===== config.mk =====
export PLATFORM = sky130hd
export DESIGN_NAME = dns_name_label_encoder
export DESIGN_NICKNAME = d
export VERILOG_FILES = /design/src/hw/rtl/dnle_pkg.sv /design/src/hw/rtl/dnle_front.sv /design/src/hw/rtl/dnle_fifo.sv /design/src/hw/rtl/dnle_back.sv /design/src/hw/rtl/dns_name_label_encoder.sv
export SDC_FILE = /design/constraint.sdc
export NUM_CORES = 1
export LEC_CHECK = 0
export BUFFER_PORTS_ARGS = -buffer_cell sky130_fd_sc_hd__buf_2
export CORE_ASPECT_RATIO = 1.2
export CORE_MARGIN = 1.5
export CORE_UTILIZATION = 40
export CTS_CLUSTER_DIAMETER = 120
export DETAILED_ROUTE_END_ITERATION = 10
export GPL_ROUTABILITY_DRIVEN = 0
export PLACE_DENSITY = 0.63
export SETUP_SLACK_MARGIN = 0.5
export SYNTH_ARGS = -nofsm -noshare
export SYNTH_HDL_FRONTEND = slang
export SYNTH_SLANG_ARGS = --single-unit

===== constraint.sdc =====
create_clock -name clk -period 3.9 [get_ports clk]
set_input_delay 0 -clock clk [delete_from_list [all_inputs] [get_ports clk]]
set_output_delay 0 -clock clk [all_outputs]
set_load 0.02 [all_outputs]

===== src/hw/rtl/dnle_pkg.sv =====
package dnle_pkg;

  localparam int unsigned DEF_MAX_OUTPUT = 512;
  localparam int unsigned DEF_MAX_LABEL  = 255;
  localparam int unsigned QUEUE_DEPTH    = 4;

  localparam int unsigned CFG_W       = 10;
  localparam int unsigned CHAR_W      = 8;
  localparam int unsigned OUT_OFF_W   = 9;
  // covers offsets for the whole MAX_OUTPUT range (up to 4096)
  localparam int unsigned ENTRY_OFF_W = 12;

  localparam logic [CFG_W-1:0]  LIMIT_RESET = 10'd256;
  localparam logic [CHAR_W-1:0] DOT_CHAR    = 8'd46;
  localparam logic [CHAR_W-1:0] NUL_CHAR    = 8'd0;

  typedef enum logic [3:0] {
    K_CHAR = 4'b0001,
    K_LEN  = 4'b0010,
    K_END  = 4'b0100,
    K_ERR  = 4'b1000
  } kind_t;

  // one queued command; K_END expands to two output transactions
  typedef struct packed {
    kind_t                  kind;
    logic [ENTRY_OFF_W-1:0] off;
    logic [ENTRY_OFF_W-1:0] off2;
    logic [CHAR_W-1:0]      data;
  } entry_t;

endpackage


===== src/hw/rtl/dnle_front.sv =====
module dnle_front #(
  parameter int unsigned MAX_OUTPUT = dnle_pkg::DEF_MAX_OUTPUT,
  parameter int unsigned MAX_LABEL  = dnle_pkg::DEF_MAX_LABEL
) (
  input  logic                         clk,
  input  logic                         rst_n,
  input  logic                         cfg_we,
  input  logic [dnle_pkg::CFG_W-1:0]   cfg_data,
  input  logic                         in_valid,
  input  logic [dnle_pkg::CHAR_W-1:0]  in_char,
  output logic                         in_stall,
  input  logic                         q_full,
  output logic                         push,
  output dnle_pkg::entry_t             push_entry
);
  import dnle_pkg::*;

  localparam int unsigned SPACE_W = $clog2(MAX_OUTPUT);
  localparam logic [SPACE_W-1:0] SPACE_RST =
    (MAX_OUTPUT < 256) ? SPACE_W'(MAX_OUTPUT - 1) : SPACE_W'(255);

  logic [CFG_W-1:0]   limit_r;
  logic [SPACE_W-1:0] start_r, start_nxt;
  logic [7:0]         len_r, len_nxt;
  logic [SPACE_W-1:0] space_r, space_nxt;
  logic               failed_r, failed_nxt;

  logic [SPACE_W-1:0] lim_m1;
  logic [8:0]         n;
  logic               full_err;
  logic               char_err;
  logic               accept;

  assign in_stall = q_full;
  assign accept   = in_valid && !q_full;

  // effective limit minus one; limit 0 acts as 1, large values clamp
  always_comb begin
    if (limit_r == '0) begin
      lim_m1 = '0;
    end else if (32'(limit_r) > MAX_OUTPUT) begin
      lim_m1 = SPACE_W'(MAX_OUTPUT - 1);
    end else begin
      lim_m1 = SPACE_W'(limit_r - 1'b1);
    end
  end

  assign n        = 9'(len_r) + 9'd1;
  assign full_err = 32'(space_r) <= 32'(len_r);
  assign char_err = (32'(n) > MAX_LABEL) || (32'(space_r) <= 32'(n));

  always_comb begin
    start_nxt  = start_r;
    len_nxt    = len_r;
    space_nxt  = space_r;
    failed_nxt = failed_r;
    push       = 1'b0;
    push_entry.kind = K_ERR;
    push_entry.off  = '0;
    push_entry.off2 = '0;
    push_entry.data = '0;
    if (accept) begin
      if (in_char == NUL_CHAR) begin
        if (!failed_r) begin
          push = 1'b1;
          if (full_err) begin
            push_entry.kind = K_ERR;
          end else begin
            push_entry.kind = K_END;
            push_entry.off  = ENTRY_OFF_W'(start_r);
            push_entry.off2 = ENTRY_OFF_W'(start_r) + ENTRY_OFF_W'(len_r) + 1'b1;
            push_entry.data = len_r;
          end
        end
        start_nxt  = '0;
        len_nxt    = '0;
        space_nxt  = lim_m1;
        failed_nxt = 1'b0;
      end else if (!failed_r) begin
        push = 1'b1;
        if (in_char == DOT_CHAR) begin
          if (full_err) begin
            push_entry.kind = K_ERR;
            failed_nxt      = 1'b1;
          end else begin
            push_entry.kind = K_LEN;
            push_entry.off  = ENTRY_OFF_W'(start_r);
            push_entry.data = len_r;
            start_nxt = start_r + SPACE_W'(len_r) + 1'b1;
            space_nxt = space_r - SPACE_W'(len_r) - 1'b1;
            len_nxt   = '0;
          end
        end else begin
          if (char_err) begin
            push_entry.kind = K_ERR;
            failed_nxt      = 1'b1;
          end else begin
            push_entry.kind = K_CHAR;
            push_entry.off  = ENTRY_OFF_W'(start_r) + ENTRY_OFF_W'(n);
            push_entry.data = in_char;
            len_nxt = n[7:0];
          end
        end
      end
    end
  end

  always_ff @(posedge clk) begin
    if (!rst_n) begin
      limit_r  <= LIMIT_RESET;
      start_r  <= '0;
      len_r    <= '0;
      space_r  <= SPACE_RST;
      failed_r <= 1'b0;
    end else begin
      if (cfg_we) begin
        limit_r <= cfg_data;
      end
      start_r  <= start_nxt;
      len_r    <= len_nxt;
      space_r  <= space_nxt;
      failed_r <= failed_nxt;
    end
  end

endmodule


===== src/hw/rtl/dnle_fifo.sv =====
module dnle_fifo #(
  parameter int unsigned DEPTH = dnle_pkg::QUEUE_DEPTH
) (
  input  logic              clk,
  input  logic              rst_n,
  input  logic              push,
  input  dnle_pkg::entry_t  push_entry,
  output logic              full,
  input  logic              pop,
  output dnle_pkg::entry_t  head,
  output logic              empty
);
  import dnle_pkg::*;

  localparam int unsigned PTR_W = (DEPTH > 1) ? $clog2(DEPTH) : 1;
  localparam int unsigned CNT_W = $clog2(DEPTH + 1);

  entry_t           mem_r [DEPTH];
  logic [PTR_W-1:0] wr_ptr_r, rd_ptr_r;
  logic [CNT_W-1:0] count_r;

  assign full  = count_r == CNT_W'(DEPTH);
  assign empty = count_r == '0;
  assign head  = mem_r[rd_ptr_r];

  function automatic logic [PTR_W-1:0] ptr_inc(input logic [PTR_W-1:0] p);
    if (p == PTR_W'(DEPTH - 1)) begin
      return '0;
    end
    return p + 1'b1;
  endfunction

  always_ff @(posedge clk) begin
    if (push) begin
      mem_r[wr_ptr_r] <= push_entry;
    end
  end

  always_ff @(posedge clk) begin
    if (!rst_n) begin
      wr_ptr_r <= '0;
      rd_ptr_r <= '0;
      count_r  <= '0;
    end else begin
      if (push) begin
        wr_ptr_r <= ptr_inc(wr_ptr_r);
      end
      if (pop) begin
        rd_ptr_r <= ptr_inc(rd_ptr_r);
      end
      if (push && !pop) begin
        count_r <= count_r + 1'b1;
      end else if (pop && !push) begin
        count_r <= count_r - 1'b1;
      end
    end
  end

endmodule


===== src/hw/rtl/dnle_back.sv =====
module dnle_back (
  input  logic                            clk,
  input  logic                            rst_n,
  input  dnle_pkg::entry_t                head,
  input  logic                            q_empty,
  output logic                            pop,
  output logic                            out_valid,
  input  logic                            out_stall,
  output logic [dnle_pkg::OUT_OFF_W-1:0]  out_offset,
  output logic [dnle_pkg::CHAR_W-1:0]     out_byte,
  output logic                            out_last,
  output logic                            out_error
);
  import dnle_pkg::*;

  logic                   valid_r, valid_nxt;
  logic [OUT_OFF_W-1:0]   off_r, off_nxt;
  logic [CHAR_W-1:0]      byte_r, byte_nxt;
  logic                   last_r, last_nxt;
  logic                   err_r, err_nxt;
  logic                   pend_r, pend_nxt;
  logic [OUT_OFF_W-1:0]   pend_off_r, pend_off_nxt;
  logic                   load;

  assign load = !valid_r || !out_stall;

  always_comb begin
    pop          = 1'b0;
    valid_nxt    = valid_r;
    off_nxt      = off_r;
    byte_nxt     = byte_r;
    last_nxt     = last_r;
    err_nxt      = err_r;
    pend_nxt     = pend_r;
    pend_off_nxt = pend_off_r;
    if (load) begin
      if (pend_r) begin
        // second half of a name end: terminating zero
        valid_nxt = 1'b1;
        off_nxt   = pend_off_r;
        byte_nxt  = '0;
        last_nxt  = 1'b1;
        err_nxt   = 1'b0;
        pend_nxt  = 1'b0;
      end else if (!q_empty) begin
        pop       = 1'b1;
        valid_nxt = 1'b1;
        off_nxt   = head.off[OUT_OFF_W-1:0];
        byte_nxt  = head.data;
        last_nxt  = 1'b0;
        err_nxt   = 1'b0;
        unique case (head.kind) inside
          K_CHAR, K_LEN: begin
          end
          K_END: begin
            pend_nxt     = 1'b1;
            pend_off_nxt = head.off2[OUT_OFF_W-1:0];
          end
          K_ERR: begin
            off_nxt  = '0;
            byte_nxt = '0;
            last_nxt = 1'b1;
            err_nxt  = 1'b1;
          end
          default: begin
          end
        endcase
      end else begin
        valid_nxt = 1'b0;
      end
    end
  end

  always_ff @(posedge clk) begin
    if (!rst_n) begin
      valid_r <= 1'b0;
      pend_r  <= 1'b0;
    end else begin
      valid_r <= valid_nxt;
      pend_r  <= pend_nxt;
    end
  end

  always_ff @(posedge clk) begin
    off_r      <= off_nxt;
    byte_r     <= byte_nxt;
    last_r     <= last_nxt;
    err_r      <= err_nxt;
    pend_off_r <= pend_off_nxt;
  end

  assign out_valid  = valid_r;
  assign out_offset = off_r;
  assign out_byte   = byte_r;
  assign out_last   = last_r;
  assign out_error  = err_r;

endmodule


===== src/hw/rtl/dns_name_label_encoder.sv =====
// Channel  Direction  Ports                                          Handshake
// cfg      in         cfg_we, cfg_data                               write on cfg_we
// in       in         in_name_char                                   in_valid / in_stall
// out      out        out_offset, out_byte, out_last, out_error      out_valid / out_stall
//
// One character is accepted per cycle while in_stall is low; each accepted
// character that yields a command goes through the command queue to the output register.
// An ending zero that fits produces two output transactions; a four-entry
// command queue absorbs that and output stalls.
// in_stall is high only while the command queue is full.
// Reset is synchronous (rst_n low) and restores output_limit to 256.
module dns_name_label_encoder #(
  parameter int unsigned MAX_OUTPUT = dnle_pkg::DEF_MAX_OUTPUT,
  parameter int unsigned MAX_LABEL  = dnle_pkg::DEF_MAX_LABEL
) (
  input  logic                            clk,
  input  logic                            rst_n,
  input  logic                            cfg_we,
  input  logic [dnle_pkg::CFG_W-1:0]      cfg_data,
  input  logic                            in_valid,
  output logic                            in_stall,
  input  logic [dnle_pkg::CHAR_W-1:0]     in_name_char,
  output logic                            out_valid,
  input  logic                            out_stall,
  output logic [dnle_pkg::OUT_OFF_W-1:0]  out_offset,
  output logic [dnle_pkg::CHAR_W-1:0]     out_byte,
  output logic                            out_last,
  output logic                            out_error
);
  import dnle_pkg::*;

  logic   q_full, q_empty, push, pop;
  entry_t push_entry, head;

  dnle_front #(
    .MAX_OUTPUT (MAX_OUTPUT),
    .MAX_LABEL  (MAX_LABEL)
  ) u_front (
    .clk        (clk),
    .rst_n      (rst_n),
    .cfg_we     (cfg_we),
    .cfg_data   (cfg_data),
    .in_valid   (in_valid),
    .in_char    (in_name_char),
    .in_stall   (in_stall),
    .q_full     (q_full),
    .push       (push),
    .push_entry (push_entry)
  );

  dnle_fifo #(
    .DEPTH (QUEUE_DEPTH)
  ) u_fifo (
    .clk        (clk),
    .rst_n      (rst_n),
    .push       (push),
    .push_entry (push_entry),
    .full       (q_full),
    .pop        (pop),
    .head       (head),
    .empty      (q_empty)
  );

  dnle_back u_back (
    .clk        (clk),
    .rst_n      (rst_n),
    .head       (head),
    .q_empty    (q_empty),
    .pop        (pop),
    .out_valid  (out_valid),
    .out_stall  (out_stall),
    .out_offset (out_offset),
    .out_byte   (out_byte),
    .out_last   (out_last),
    .out_error  (out_error)
  );

  a_err_shape: assert property (@(posedge clk) disable iff (!rst_n)
    out_valid && out_error |-> out_last && out_offset == '0 && out_byte == '0)
    else $error("error transaction with nonzero payload");

  a_term_zero: assert property (@(posedge clk) disable iff (!rst_n)
    out_valid && out_last && !out_error |-> out_byte == '0)
    else $error("terminating transaction carries nonzero byte");

  a_no_push_full: assert property (@(posedge clk) disable iff (!rst_n)
    q_full |-> !push)
    else $error("push into full command queue");

  a_reset_idle: assert property (@(posedge clk)
    !rst_n |=> !out_valid)
    else $error("out_valid high right after reset");

endmodule


==> results of run 1 <==
-- final cells by class --
class | instances | area [um^2] | area share, %
Multi-Input combinational cell | 516 | 4150 | 36.9
Timing Repair Buffer | 79 | 549 | 4.89
Clock buffer | 18 | 429 | 3.82
Sequential cell | 196 | 5410 | 48.2
Inverter | 45 | 169 | 1.50
Clock inverter | 12 | 130 | 1.16
Tap cell | 320 | 400 | 3.56
-- report_power, final --
part           leakage [nW]  internal, mW  switching, mW  total [mW]
clock network         0.266         0.940          0.734        1.67
logic                  2.06         0.612          0.810        1.42
registers              1.82          2.62          0.133        2.75
-- per-stage QoR --
stage                     hold slack (ns)  worst slack (ns)  area (um^2)  utilization, %  total power [mW]
after global routing               0.0157             0.468        11200            46.6              6.14
after detailed placement            0.219             0.431        10400            43.2              4.21
final                              0.0138             0.622        11200            46.6              5.85
after global placement              0.216             0.548        10400            43.2              4.19
after CTS                         0.00191             0.510        11200            46.3              5.90
after floorplan                     0.129             0.717         9890               -              3.82
-- worst reg2reg max path: stages, from the launching register on --
cell and delay, ns:
dfxtp_2 0.43, ha_4 0.20, inv_1 0.06, or2_1 0.31, xnor2_2 0.19, inv_1 0.07, ha_1 0.30, a211oi_1 0.31
nand2b_1 0.10, o211ai_1 0.23, a221oi_2 0.15, and3_4 0.22, buf_4 0.15, a22o_1 0.27
-- logic make-up after synthesis --
group	synth area share [%]
flip-flops	54.6
AND/OR/NAND/NOR	11.7
multiplexers	8.61
XOR/XNOR	3.81
adder cells (fa/ha/maj)	6.80
AO/OA/AOI/OAI	10.6
buffers and inverters	3.86
-- registers in the layout, indices dropped and copies added, names as in the netlist, 8 cells and up, named ones only --
signal and count:
u_back.pend_off_r 9, u_fifo.mem_r 120, u_front.start_r 9, u_front.len_r 8
u_front.space_r 9, u_back.out_byte 8, u_front.limit_r 10, u_back.out_offset 9
-- cell usage in the layout, fill, tap and decap left out, drive strengths merged, types with 18 or more instances in the layout --
cell / instances
edfxtp: 148
buf: 60
nand2: 58
inv: 49
dfxtp: 48
nor2: 45
a21oi: 45
ha: 45
o21ai: 33
mux4: 28
xnor2: 26
mux2i: 21
nand3: 20
dlygate4sd3: 19
clkbuf: 18
-- Yosys cell counts (all sizes together), types with 3 or more instances --
cell | count | area share [%]
o211ai | 6 | 0.46
xor2 | 17 | 1.5
nor4 | 4 | 0.32
or4 | 3 | 0.23
nor3 | 13 | 0.71
nor2b | 14 | 0.89
edfxtp | 148 | 45
a31o | 3 | 0.27
and3 | 3 | 0.24
nand2b | 13 | 0.82
clkbuf | 17 | 0.64
nor3b | 3 | 0.23
inv | 45 | 1.7
a21o | 12 | 0.94
or2 | 5 | 0.34
nand4 | 4 | 0.25
and2 | 7 | 0.46
o22ai | 4 | 0.25
or3 | 7 | 0.44
nand3b | 5 | 0.51
xnor2 | 26 | 2.3
dfxtp | 48 | 9.7
fa | 5 | 1.0
buf | 20 | 1.5
a31oi | 3 | 0.19
ha | 45 | 5.7
a22o | 16 | 1.4
a21oi | 45 | 2.3
nand2 | 58 | 2.2
o21a | 3 | 0.23
nand3 | 20 | 1.1
o21ai | 33 | 1.7
o31ai | 4 | 0.40
a211oi | 9 | 0.78
nor2 | 45 | 1.7
mux2i | 21 | 2.1
mux4 | 28 | 6.4
-- metal layers --
metal	vias up	GRT usage, %
met5	-	0
met4	0	7.70
met3	37	2.57
met2	132	30.3
met1	3158	20.8
li1	3073	-
-- worst max path at each step --
stage                                              from  slack (ns)                       endpoint
after floorplan           u_front.len_r[1]$_SDFFE_PN0P_        0.72  u_fifo.mem_r[0][21]$_DFFE_PP_
after global placement    u_front.len_r[0]$_SDFFE_PN0P_        0.55  u_fifo.mem_r[0][28]$_DFFE_PP_
after detailed placement  u_front.len_r[0]$_SDFFE_PN0P_        0.43  u_fifo.mem_r[0][28]$_DFFE_PP_
after CTS                 u_front.len_r[2]$_SDFFE_PN0P_        0.51  u_fifo.mem_r[2][28]$_DFFE_PP_
after global routing      u_front.len_r[0]$_SDFFE_PN0P_        0.47  u_fifo.mem_r[1][20]$_DFFE_PP_
final                     u_front.len_r[0]$_SDFFE_PN0P_        0.62  u_fifo.mem_r[3][21]$_DFFE_PP_
-- timing repair --
action                                  CTS  global route
hold buffers                             19             0
cloned                                    0             1
resized for setup                         3            10
endpoints found under the setup margin   18            74
hold endpoints to repair                 31             0
pin swaps                                 0             2
setup buffers                             0             2
==> flow_metrics.tcl, run 1 <==
set metrics [dict create \
    tritoncts_buffers 17 \
    timing.critical_path.cells "ha_4 -> inv_1 -> or2_1 -> xnor2_2 -> inv_1 -> ha_1 -> a211oi_1 -> nand2b_1 -> o211ai_1 -> a221oi_2 -> and3_4 -> buf_4 -> a22o_1" \
    max-cap-violations 0 \
    r2r_cells 13 \
    syn_inst 793 \
    area_growth_pct 13.6 \
    vdd.ir_drop.worst_mv 0.265 \
    timing.rr.end "u_fifo.mem_r[3][21]$_DFFE_PP_" \
    insertion_delay_ns 0.43 \
    maxClockFrequency_mhz 305 \
    antenna_cells 0 \
    die_height_um 175 \
    timing_worst_slew_pin_value_ns 1.06 \
    length_of_routed_met3_wiring_um 514 \
    synth-edff-count 148 \
    design.core.area_mm2 0.0241 \
    top_signal_layer_used "met4" \
    synth.distinct_cells 80 \
    seq_area_frac_synth_pct 54.6 \
    floorplan.io_pins 44 \
    register_bit_count_reported_by_yosys 196 \
    final_max_slew_viol_count 0 \
    cts.reportedPaths.clkPinSlew_ns 0.07 \
    fin_crit_sh_pct 84.0 \
    global_route.overflow_total 0 \
    crit-reg2reg-launch "u_front.len_r[0]$_SDFFE_PN0P_" \
    yosys_most_used_dff "edfxtp_1" \
    fin_worst_skew_ns 0.0131 \
    syn_area_per_cell_um2 12.5 \
    worstHoldPathType "in -> reg" \
    startpoint_type "flop" \
    holdPathStages 3 \
    maximum_number_of_pins_on_one_net_before_global_route_repair 31 \
    regToRegSetupSlack_ns 0.62 \
    antenna_violations_before_repair 0 \
    stdcell_count 1186 \
    htree_num_levels 4 \
    worst_slew_margin_rel_pct 29.4 \
    cts.root.buffer_cell "clkbuf_16" \
    dr_total_vias 6400 \
    status "finished clean" \
    critPathMaxFanout 8 \
    power.static_leakage_nw 4.15 \
    req_time_crit_path_ns 4.06 \
    place.detailed.hpwl_um 15000 \
    max-clock-path-buffers 2 \
    crit_family "compound AO/OA/AOI/OAI gates" \
    drtAntennaViolNets 0 \
    synthesized_area_mm2 0.00989 \
    timing.final.crit_period_ns 3.28 \
    tritoncts_num_sinks 196 \
    worst_path_largest_cell_delay_ns 0.43 \
    via_per_inst 5.40 \
    timing.setup.critical_path_class "reg -> reg" \
    hp-start "cfg_we" \
    cellPowerDensity_mw_per_mm2 520 \
    cts_tree "built" \
    timing.final.hold_violations 0 \
    synth_nets 866 \
    n_fill_cell 2156 \
    finalSetupViolCount 0 \
    fp.dieArea_mm2 0.0257 \
    finalWirelength_um 21200 \
    drt_iter0_drc 428 \
    crit_path_top_delay_cell "dfxtp_2" \
    start_util_pct 41.0 \
    setup_total_negative_slack_ns 0 \
    setup_repair_after_global_routing_missed_its_margin "false" \
    die_width_um 147 \
    drtPass1Iterations 5 \
    timing.critical_path.to_type "flop" \
    cp.buffers_inverters 3 \
    met2_wirelength_um 10800 \
    yosys_warnings 0 \
    postSynth.asyncResetShare_pct 0 \
    dp_cells 1134 \
    critical_path_at_ns 3.44 \
    hold_path_end "u_front.limit_r[2]$_SDFFE_PN0P_" \
    layout_cell_share_with_drive_strength_beyond_1_pct 17.9 \
    final_net_count 928 \
    timing.critical_path.depth 13 \
    drt-met1-wl_um 9240 \
    crit_path_frequent_cell "inv_1" \
    grt_pass1_vias 6368 \
    wl_per_cell_um 17.9 \
    route.detailed.drc 0 \
    globalRouteTotalUtil_pct 17.2 \
    rows 62 \
    placement.io_buffers 43 \
    grt_first_pass_wirelength_um 34000 \
]
(Power assumes the default switching activity.)
==> run 2: changes to the inputs <==
--- a/config.mk
+++ b/config.mk
@@ -12,7 +12,7 @@
 export CTS_CLUSTER_DIAMETER = 120
 export DETAILED_ROUTE_END_ITERATION = 10
 export GPL_ROUTABILITY_DRIVEN = 0
-export PLACE_DENSITY = 0.63
+export PLACE_DENSITY = 0.65
 export SETUP_SLACK_MARGIN = 0.5
 export SYNTH_ARGS = -nofsm -noshare
 export SYNTH_HDL_FRONTEND = slang
==> constraint.sdc (replaced) <==
create_clock -name clk -period 2.75 [get_ports clk]
set_input_delay 0 -clock clk [delete_from_list [all_inputs] [get_ports clk]]
set_output_delay 0 -clock clk [all_outputs]
set_load 0.02 [all_outputs]
==> run 2 against run 1 <==
Against the previous run: the run now ends with setup timing left; clock power is 49% higher; sequential cell count stayed put; routed wire length is 8.8% higher; critical path depth stayed put; sequential share of layout area is 6.4 points lower; via count is 6.1% higher; core utilization is 7.3 points higher; maximum frequency is 17% higher; final area is 16% higher; worst hold slack worse by 0.0029 ns; critical endpoint unchanged; largest power group unchanged.
==> flow_metrics.tcl, run 2 (synthesis gave the netlist of run 1 again) <==
set metrics [dict create \
    die_width_um 147 \
    rows 62 \
    maxClockFrequency_mhz 358 \
    timing.final.hold_violations 0 \
    largest_registers "u_fifo.mem_r (120), u_front.limit_r (10)" \
    timing.critical_path.to_type "flop" \
    critical_path_at_ns 2.96 \
    startpoint_type "flop" \
    drtPass1Iterations 5 \
    final_net_count 1026 \
    req_time_crit_path_ns 2.92 \
    fp.dieArea_mm2 0.0257 \
    start_util_pct 41.0 \
    cts.root.buffer_cell "clkbuf_16" \
    drt_iter0_drc 460 \
    layout_cell_share_with_drive_strength_beyond_1_pct 37.8 \
    vdd.ir_drop.worst_mv 0.375 \
    largest_register_ffs 120 \
    holdPathStages 3 \
    crit_path_top_delay_cell "dfxtp_4" \
    r2r_cells 13 \
    setup_repair_after_global_routing_missed_its_margin "true" \
    via_per_inst 5.28 \
    n_fill_cell 2007 \
    multi_input_comb_area_mm2 0.00489 \
    fin_crit_sh_pct 101 \
    timing.critical_path.cells "ha_4 -> inv_2 -> or2_4 -> xnor2_2 -> inv_1 -> ha_4 -> a211oi_4 -> nand2b_1 -> o211ai_1 -> a221oi_2 -> and3_4 -> buf_12 -> a22o_4" \
    route.detailed.drc 0 \
    design.core.area_mm2 0.0241 \
    finalSetupViolCount 70 \
    power.static_leakage_nw 4.96 \
    area_growth_pct 31.5 \
    regToRegSetupSlack_ns -0.04 \
    tritoncts_buffers 17 \
    grt_first_pass_wirelength_um 36600 \
    post_route_worst_hold_slack_ns 0.0109 \
    timing_worst_slew_pin_value_ns 1.03 \
    fin_worst_skew_ns 0.0162 \
    timing.rr.end "u_fifo.mem_r[3][21]$_DFFE_PP_" \
    final_max_slew_viol_count 0 \
    setup_total_negative_slack_ns -1.75 \
    cts.reportedPaths.clkPinSlew_ns 0.08 \
    status "complete, but fails checks" \
    timing.final.crit_period_ns 2.79 \
    finalWorstSetupSlack_ns -0.0406 \
    global_route.overflow_total 0 \
    crit-reg2reg-launch "u_front.len_r[1]$_SDFFE_PN0P_" \
    total_power_mw 8.67 \
    stdcell_count 1286 \
    worst_slew_margin_rel_pct 31.0 \
    regMostFlops "u_fifo.mem_r" \
    crit_path_frequent_cell "ha_4" \
    globalRouteTotalUtil_pct 18.5 \
    timing.setup.critical_path_class "reg -> reg" \
    wl_per_cell_um 17.9 \
    final_common_cell "edfxtp_1" \
    worst_path_largest_cell_delay_ns 0.39 \
    max-clock-path-buffers 2 \
    hold_path_end "u_front.limit_r[7]$_SDFFE_PN0P_" \
    grt_pass1_vias 6900 \
    max-cap-violations 0 \
    drtAntennaViolNets 0 \
    cts_tree "built" \
    dp_cells 1197 \
    insertion_delay_ns 0.43 \
    cellPowerDensity_mw_per_mm2 667 \
    place_worst_setup_slack_ns -0.0650 \
    violations "setup timing" \
    finalWirelength_um 23100 \
    seq_area_mm2 0.00543 \
    antenna_violations_before_repair 0 \
    hp-start "cfg_we" \
    dr_total_vias 6792 \
    die_height_um 175 \
    htree_num_levels 4 \
    place.detailed.hpwl_um 15700 \
    antenna_cells 0 \
    highest_count_cells_in_the_layout_ignoring_fill_and_taps "edfxtp_1 (148), buf_4 (79), nand2_1 (56)" \
    tritoncts_num_sinks 196 \
    floorplan.io_pins 44 \
    critPathMaxFanout 9 \
    worstHoldPathType "in -> reg" \
    maximum_number_of_pins_on_one_net_before_global_route_repair 31 \
    placement.io_buffers 43 \
]
==> run 2: cell count changes in the layout (fill, tap and decap cells not counted), sizes merged <==
cell / previous run / this run
clkinv: 3 / 6
dlygate4sd3: 19 / 22
buf: 60 / 156
bufinv: 2 / 0
clkbuf: 18 / 19
and3: 4 / 3
clkinvlp: 3 / 0
inv: 49 / 52
==> run 2: layout make-up <==
class	count	share of cell area (%)
clock buffers	19	3.49
clock inverters	13	1.14
inverters	45	1.47
multi-input cells	515	37.6
flip-flops and latches	196	41.7
well taps	320	3.08
repair buffers	178	11.5
==> run 2: timing repair <==
action	4_1_cts	5_1_grt
cloned	2	0
resized for setup	111	55
hold buffers	22	0
hold endpoints to repair	46	0
setup buffers	17	16
setup endpoints to repair	149	146
pin swaps	38	26
==> run 2: worst max path at each step <==
stage | start | slack [ns] | cells past startpoint | to
2_1_floorplan | u_front.len_r[2]$_SDFFE_PN0P_ | 0.06 | 13 | u_fifo.mem_r[0][28]$_DFFE_PP_
3_3_place_gp | u_front.len_r[1]$_SDFFE_PN0P_ | -0.02 | 13 | u_fifo.mem_r[0][28]$_DFFE_PP_
3_5_place_dp | u_front.len_r[1]$_SDFFE_PN0P_ | -0.07 | 13 | u_fifo.mem_r[0][24]$_DFFE_PP_
4_1_cts | u_front.len_r[1]$_SDFFE_PN0P_ | -0.03 | 13 | u_fifo.mem_r[1][3]$_DFFE_PP_
5_1_grt | u_front.len_r[1]$_SDFFE_PN0P_ | -0.14 | 14 | u_front.len_r[5]$_SDFFE_PN0P_
6_report | u_front.len_r[1]$_SDFFE_PN0P_ | -0.04 | 13 | u_fifo.mem_r[3][21]$_DFFE_PP_
==> run 2: layer usage <==
layer	share of wire (%)	up-vias	wire length (um)	global-route usage [%]
met5	0	-	0	0
li1	-	3279	-	-
met4	3.1	0	721	8.84
met1	42	3341	9630	21.4
met2	53	129	12200	33.6
met3	2.5	43	569	2.68
==> run 2: power breakdown <==
part	leakage [nW]	internal (mW)	total [mW]	switching (mW)
combinational	2.83	1.05	2.31	1.26
clock	0.297	1.28	2.48	1.20
sequential	1.83	3.72	3.88	0.167
==> run 2: critical path, delay by kind of cell, from the launching register on <==
kind,cells,cell delay (ns)
AOI/OAI and AO/OA,4,0.78
and+or+nand+nor,3,0.55
DFF,1,0.39
adders and majority gates,2,0.38
buffers and inverters,3,0.28
xor gates and xnor gates,1,0.14
==> run 2: per-stage QoR <==
step                cell area (um^2)  utilization [%]
floorplan                      10000                -
global route                   13000             53.9
global placement               11100             45.8
finish                         13000             53.9
CTS                            12600             52.1
detailed placement             11100             45.8
==> run 3: changes to the inputs <==
--- a/config.mk
+++ b/config.mk
@@ -5,6 +5,7 @@
 export SDC_FILE = /design/constraint.sdc
 export NUM_CORES = 1
 export LEC_CHECK = 0
+export ABC_AREA = 1
 export BUFFER_PORTS_ARGS = -buffer_cell sky130_fd_sc_hd__buf_2
 export CORE_ASPECT_RATIO = 1.2
 export CORE_MARGIN = 1.5
==> run 3 against run 2 <==
Against the previous run: the flow now finishes without violations; clock power is 4% lower; clock-buffer cell count is 2 higher; global-route usage is 1.3 points higher; die area is 0.44% higher; worst hold slack better by 0.014 ns; non-clock buffer count is 12 lower; register-to-register slack better by 0.07 ns; final area is 1.4% lower; critical path depth is 3 higher.
==> flow_metrics.tcl, run 3 <==
set metrics [dict create \
    netSwitchingFraction_pct 35.8 \
    dp_cells 1432 \
    multi_input_comb_area_mm2 0.00474 \
    globalRouteTotalUtil_pct 19.8 \
    drt_iter0_drc 548 \
    cts.root.buffer_cell "clkbuf_16" \
    synth.distinct_cells 55 \
    highest_count_cells_in_the_layout_ignoring_fill_and_taps "nand2_1 (154), edfxtp_1 (148), nor2_1 (122)" \
    antenna_cells 0 \
    yosys_most_used_dff "edfxtp_1" \
    route.detailed.drc 0 \
    drtAntennaViolNets 0 \
    worstHoldPathType "in -> reg" \
    final_common_cell "nand2_1" \
    worst_slew_margin_rel_pct 54.9 \
    cts_tree "built" \
    regMostFlops "u_fifo.mem_r" \
    insertion_delay_ns 0.44 \
    global_route.overflow_total 0 \
    fin_worst_skew_ns 0.0128 \
    rows 63 \
    timing.final.crit_period_ns 2.72 \
    finalWirelength_um 25600 \
    die_width_um 147 \
    maximum_number_of_pins_on_one_net_before_global_route_repair 41 \
    fp.dieArea_mm2 0.0258 \
    setup_total_negative_slack_ns 0 \
    design.core.area_mm2 0.0246 \
    cell_internal_pwr_mw 6.69 \
    synthesized_area_mm2 0.00994 \
    post_synth_most_frequent_cells "nand2_1 (170), edfxtp_1 (148), nor2_1 (140), o21ai_0 (98), inv_1 (88)" \
    htree_num_levels 4 \
    drtPass1Iterations 5 \
    netSwitchingPower_mw 3.74 \
    final_design_area_no_fill_mm2 0.0128 \
    place_worst_setup_slack_ns 0.0209 \
    timing.final.hold_violations 0 \
    grt_first_pass_wirelength_um 39700 \
    fin_crit_sh_pct 98.8 \
    grt_pass1_vias 7609 \
    timing.critical_path.to_type "flop" \
    n_fill_cell 2175 \
    vdd.ir_drop.worst_mv 0.451 \
    maxClockFrequency_mhz 368 \
    power.static_leakage_nw 5.08 \
    via_per_inst 5.18 \
    register_bit_count_reported_by_yosys 196 \
    synthDominantAreaCellType "edfxtp_1" \
    final_max_slew_viol_count 0 \
    finalWorstSetupSlack_ns 0.0338 \
    syn_inst 1038 \
    critPathMaxFanout 4 \
    wl_per_cell_um 16.8 \
    synth-edff-count 148 \
    area_growth_pct 29.1 \
    largest_registers "u_fifo.mem_r (120), u_front.limit_r (10)" \
    req_time_crit_path_ns 2.93 \
    count_leader_synth "nand2_1" \
    p_clk_share_pct 22.7 \
    placed_cell_area_mm2 0.0111 \
    yosys_warnings 0 \
    die_height_um 176 \
    cts.reportedPaths.clkPinSlew_ns 0.07 \
    cellPowerDensity_mw_per_mm2 813 \
    seq_area_frac_synth_pct 54.4 \
    syn_area_per_cell_um2 9.58 \
    synth_nets 1111 \
    placement.io_buffers 43 \
    final_util_pct 52.2 \
    largest_register_ffs 120 \
    place.detailed.hpwl_um 17200 \
    dr_total_vias 7900 \
    seq_power_share_pct 39.0 \
    stdcell_count 1526 \
    pwr-share-comb_pct 38.3 \
    floorplan.io_pins 44 \
    tritoncts_num_sinks 196 \
    tritoncts_buffers 17 \
    layout_cell_share_with_drive_strength_beyond_1_pct 28.1 \
    setup_repair_after_global_routing_missed_its_margin "true" \
    synth_area_leaders "edfxtp_1 (45%), dfxtp_1 (9.7%), nand2_1 (6.4%)" \
    critical_path_at_ns 2.90 \
    holdPathStages 3 \
    final_net_count 1263 \
    timing.setup.critical_path_class "reg -> reg" \
    status "finished clean" \
    postSynth.asyncResetShare_pct 0 \
    max-cap-violations 0 \
    timing_worst_slew_pin_value_ns 0.670 \
    start_util_pct 40.4 \
    seq_area_mm2 0.00543 \
    r2r_cells 16 \
    startpoint_type "flop" \
    finalSetupViolCount 0 \
    antenna_violations_before_repair 0 \
    max-clock-path-buffers 2 \
    regToRegSetupSlack_ns 0.03 \
    yosysTopAreaCellShare_pct 44.7 \
]
## run 3: worst max-delay path, cell delays in order (launching register included)
cell and delay, ns:
dfxtp_4 0.39, ha_4 0.16, nand2_4 0.06, nor2_4 0.12, nand2_1 0.06, nand2_1 0.07
nand2_2 0.09, ha_4 0.28, nand2_2 0.05, nor2_2 0.12, nand4_1 0.12, o211ai_1 0.29
nand3_4 0.12, buf_6 0.16, nand2_8 0.06, nand3_4 0.11, o21bai_4 0.22
## run 3: stage by stage
step | hold WS (ns) | total power [mW]
after floorplan | 0.112 | 6.39
after CTS | 0.0121 | 10.1
after detailed placement | 0.234 | 7.56
after global routing | 0.0311 | 11.0
final | 0.0248 | 10.4
after global placement | 0.214 | 7.51
## run 3: per-layer routing
layer	vias to the layer above	wire, um	global-route usage [%]
met3	71	974	3.71
met5	-	0	0
met1	3762	10300	22.7
met4	0	1080	10.5
li1	3861	-	-
met2	206	13200	35.1
## run 3: area by class of cell
type	count	area share, %
multi-input combinational	710	36.9
clock buffer	21	3.43
clock inverter	9	0.839
tap	325	3.17
inverter	99	3.10
sequential	196	42.3
timing repair buffer	166	10.3
## run 3: power groups by stage
stage          logic, mW  clock network [mW]  registers, mW
6_report            4.00                2.37           4.06
5_1_grt             4.42                2.52           4.11
4_1_cts             3.66                2.42           4.05
3_5_place_dp        3.45                   0           4.11
3_3_place_gp        3.42                   0           4.09
2_1_floorplan       2.12                   0           4.27
## run 3: logic make-up after synthesis
group	Yosys count	synth area share (%)
fa+ha+maj	50	6.67
simple gates	423	19.1
compound gates	211	12.0
flops	196	54.4
xor+xnor	26	2.37
buf+inv	132	5.45
## run 3: worst paths after layout
check | startpoint | to
worst max-delay path | u_front.len_r[0]$_SDFFE_PN0P_ | u_fifo.mem_r[1][35]$_DFFE_PP_
worst min-delay path | rst_n | u_back.pend_r$_SDFFE_PN0P_
worst max register to register | u_front.len_r[0]$_SDFFE_PN0P_ | u_fifo.mem_r[1][35]$_DFFE_PP_
worst min register to register | u_front.start_r[8]$_SDFFE_PN0P_ | u_front.start_r[8]$_SDFFE_PN0P_
## run 3: repair_timing
item | 4_1_cts | 5_1_grt
resized for setup | 56 | 87
hold endpoints to repair | 37 | 0
setup endpoints to repair | 159 | 172
setup buffers | 10 | 29
pin swaps | 19 | 31
hold buffers | 25 | 0
